## src/rtl/grpa_pkg.sv

```systemverilog
// Shared types and constants of the grid rectangle placement allocator.
// Depends on nothing; every other file imports it.
package grpa_pkg;

    localparam int MAX_SIDE_DEF = 50;
    localparam int ID_BITS_DEF  = 16;
    localparam int SIDE_W       = 6;
    localparam int SLOT_W       = 12;
    localparam int OUT_ID_W     = 16;

    // Operation codes carried by one input beat.
    typedef enum logic [2:0] {
        OP_FIT    = 3'd0,
        OP_PLACE  = 3'd1,
        OP_REMOVE = 3'd2,
        OP_MOVE   = 3'd3,
        OP_FIND   = 3'd4,
        OP_QUERY  = 3'd5,
        OP_COUNT  = 3'd6,
        OP_CLEAR  = 3'd7
    } t_op;

    // Sequencer states.
    typedef enum logic [3:0] {
        S_CLEAR,
        S_IDLE,
        S_DIV,
        S_BOUND,
        S_FRD,
        S_FCHK,
        S_PUT,
        S_DRD,
        S_DCHK,
        S_QRD,
        S_QCHK
    } t_state;

    // Request to the slot divider.
    typedef struct packed {
        logic              start;
        logic [SLOT_W-1:0] dividend;
        logic [SIDE_W-1:0] divisor;
    } t_div_req;

    // Answer of the slot divider.
    typedef struct packed {
        logic              done;
        logic [SIDE_W-1:0] quot;
        logic [SIDE_W-1:0] rem;
    } t_div_res;

endpackage

```

## src/rtl/grpa_divmod.sv

```systemverilog
// Iterative slot divider: splits a slot into row and column by repeated
// subtraction of the grid width. Depends on grpa_pkg.
module grpa_divmod
    import grpa_pkg::*;
(
    input  logic     i_clk,
    input  logic     i_rst_n,
    input  t_div_req i_req,
    output t_div_res o_res
);

    logic              r_busy;
    logic [SLOT_W-1:0] r_rem;
    logic [SIDE_W-1:0] r_quot;
    logic [SIDE_W-1:0] r_div;
    logic              w_done;

    assign w_done       = r_busy && (r_rem < SLOT_W'(r_div));
    assign o_res.done   = w_done;
    assign o_res.quot   = r_quot;
    assign o_res.rem    = r_rem[SIDE_W-1:0];

    // One subtraction per cycle until the remainder drops below the divisor.
    always_ff @(posedge i_clk) begin
        if (!i_rst_n) begin
            r_busy <= 1'b0;
        end else if (i_req.start) begin
            r_busy <= 1'b1;
        end else if (w_done) begin
            r_busy <= 1'b0;
        end
        if (i_req.start) begin
            r_rem  <= i_req.dividend;
            r_quot <= '0;
            r_div  <= i_req.divisor;
        end else if (r_busy && !w_done) begin
            r_rem  <= r_rem - SLOT_W'(r_div);
            r_quot <= r_quot + 1'b1;
        end
    end

endmodule

```

## config.mk

```make
export PLATFORM = sky130hd
export DESIGN_NAME = grpa_divmod
export DESIGN_NICKNAME = d
export VERILOG_FILES = /design/src/rtl/grpa_pkg.sv /design/src/rtl/grpa_divmod.sv
export SDC_FILE = /design/constraint.sdc
export NUM_CORES = 1
export LEC_CHECK = 0
export CORE_ASPECT_RATIO = 0.75
export CORE_MARGIN = 4
export CORE_UTILIZATION = 40
export DETAILED_ROUTE_END_ITERATION = 10
export DONT_BUFFER_PORTS = 1
export GPL_ROUTABILITY_DRIVEN = 0
export PLACE_DENSITY = 0.58
export SLEW_MARGIN = 20
export SYNTH_ARGS = -nofsm -noshare
export SYNTH_HDL_FRONTEND = slang
export SYNTH_SLANG_ARGS = --single-unit
```

## constraint.sdc

```tcl
create_clock -name i_clk -period 4 [get_ports i_clk]
set_clock_uncertainty 0.2 [all_clocks]
set_input_delay 0.8 -clock i_clk [delete_from_list [all_inputs] [get_ports i_clk]]
set_output_delay 0.8 -clock i_clk [all_outputs]
set_load 0.01 [all_outputs]
```

==> metrics.txt <==
status=finished, final reports clean; Hold Vio Cnt, Final=0; Post-Synth XOR/XNOR Area=2.28%; FMAX=306 MHz; DR vias=1034; Root Buffer=clkbuf_8; YS warnings=0; switching power total=0.211 mW; fraction of registers with async set/reset=0%; Mapped Cells=151; CP cell instances=inv_1 > ha_1 > inv_1 > fa_1 > a21oi_1 > o2111a_2 > and3_2; Area Overhead vs Synth=2.53%; internal power=0.470 mW; final instance area=0.00157 mm^2; CTS tree=yes; Die Width=79.5 um; Reg power frac=52.1%; DRC=0; # rows=19; clock share of power=21.8%; share of the synthesized area in the top cell type=35.2%; FF/Latch Area=681 um^2; critical path's top delay family=adder cells; largest family of logic cells by synthesized area=simple AND/OR/NAND/NOR gates; first-pass GRT wire length=4890 um; vias per inst=5.30; fin crit period=3.27 ns; count leader, synth=edfxtp_1; CP required=3.00 ns; CTS resizes=0; syn_nets=180; post-DP HPWL=2150 um; die height=61.7 um; Die Footprint=0.00490 mm^2; Initial Utilization=41.7%; layout cells sized above 1=11.2%; post-synthesis compound-gate area fraction=14.6%; Max-slew headroom=70.6%; largest net degree at the start of global routing=47; Commonest cells post-synth=edfxtp_1, inv_1, nor2_1; classification of the worst setup path=reg2out; crit-path most repeated cell=inv_1; Worst setup EP type=output port; overall routing resource usage=12.9%; Setup Fix Bufs, Post-CTS=0; Post-CTS Hold Fix Bufs=0; sequential area share after synthesis=44.3%; synthesized area per cell=10.2 um^2; Placeable Area=0.00368 mm^2; final setup vio count=0; slowest library cell on the worst path=edfxtp_1; Slew Viols, Final=0; Netlist cell types=44; startpoint types=flop; Routed WL=2850 um; Post-Synth Adder-Cell Area=7.01%; Tightest Pin Transition=0.438 ns; Slowest Stage Delay on Critical Path=0.46 ns; Buffers on Ports=0; WP data arrival=2.27 ns; switching fraction of total power=30.9%; setup TNS=0 ns; area leader, netlist=edfxtp_1; Leak=0.624 nW; Inst Count DP=191; initial DRC count=53; mux contribution to synthesized area=5.05%; max-cap check violation count=0; Syn Std Cell Area=0.00154 mm^2; Antenna Nets Post-Route=0; CTS max path bufs=2; Post-synth EDFFs=18; Synth area leaders=edfxtp_1, dfxtp_1, ha_1; GR Overflow Total=0; H-Tree Depth=1; Cell Pwr Density=432 mW/mm^2; NumNets Final=173; Synth Area in Simple Gates=19.3%; CTS buffer count=3; # IOs=34; DR WL/cell=14.6 um; period utilization=81.7%; worst-skew pair later-pin latency=0.26 ns; Worst Path Max Fanout=9; RSZ-0062 raised after global routing=false; Max VDD drop=232 uV; Buf/Inv on CP=2; min-delay worst type=reg2reg; Gate power share=26.1%; antenna cell count=0; antenna violations before repair=0; Finished Layout Cells=195; clock transition at the registers of the reported paths=0.09 ns; Most used DFF post-synth=edfxtp_1; Post-DP Area=0.00153 mm^2; fill count=367; footprint of the multi-input gates=741 um^2; DRT Pass-1 Iters=4; number of global-route vias before repair=1069; CTS sink count=25; #FFs+latches synth=25
-- cells in the final DEF, fill, tap and decap left out, types with 3 or more instances in the layout --
cell type,count
nand2_1,10
o21ai_0,4
nor2_1,11
inv_1,11
nor2b_1,5
dfxtp_1,7
edfxtp_1,18
mux2_2,6
xnor2_1,3
a21o_1,3
nand2b_1,4
nor3_1,4
ha_1,7
a21oi_1,7
nand4_1,3
nand3_1,6
clkbuf_8,3
-- path summary, 6_finish.rpt --
kind              from         to  slack (ns)  depth (start not counted)
max           r_rem[0]  o_res[12]        0.73                          7
min          r_quot[1]  r_quot[1]        0.38                          2
max reg2reg   r_rem[0]   r_rem[5]        1.23                          8
min reg2reg  r_quot[1]  r_quot[1]        0.38                          2
-- power by group through the flow --
stage	registers (mW)	clock network (mW)	logic, mW
2_1_floorplan	0.345	0	0.176
3_3_place_gp	0.360	0	0.173
3_5_place_dp	0.361	0	0.178
4_1_cts	0.355	0.156	0.179
5_1_grt	0.360	0.170	0.204
6_report	0.355	0.148	0.178
-- state kept, by name (all words and copies together), names as in the netlist --
signal / count
r_busy: 1
r_quot: 6
r_div: 6
r_rem: 12
-- stage by stage --
step | setup slack (ns) | utilization, % | hold slack, ns | total power, mW
floorplan | 1.25 | - | 0.320 | 0.520
global placement | 1.14 | 41.5 | 0.346 | 0.532
detailed placement | 1.02 | 41.5 | 0.377 | 0.539
CTS | 0.696 | 42.7 | 0.391 | 0.690
global route | 0.608 | 42.7 | 0.401 | 0.734
finish | 0.733 | 42.7 | 0.385 | 0.680
-- worst reg2reg max path: stages, from the launching register on --
cell and delay (ns):
edfxtp_1 0.46, inv_1 0.09, ha_1 0.17, inv_1 0.06
fa_1 0.42, a21oi_1 0.18, o2111a_2 0.36, a21boi_4 0.10
or2_2 0.44
-- kinds of logic after synthesis --
family	after synthesis
AO/OA/AOI/OAI	31
XOR/XNOR	4
adder cells (fa/ha/maj)	8
buffers and inverters	23
flip-flops	25
multiplexers	7
AND/OR/NAND/NOR	53
-- layer usage --
layer	track usage, %	share of wire [%]	wire (um)
met1	15.4	45	1280
met2	22.6	47	1350
met3	5.12	6.7	190
met4	2.21	0.81	23
met5	0	0	0
-- cell type report --
cell class / count / share of cell area [%]
clock inverters: 1 / 0.318
flip-flops and latches: 25 / 43.2
well taps: 52 / 4.13
multi-input cells: 103 / 47.1
clock buffers: 3 / 2.62
inverters: 11 / 2.62
No activity file was read; power rests on OpenSTA's default activity.
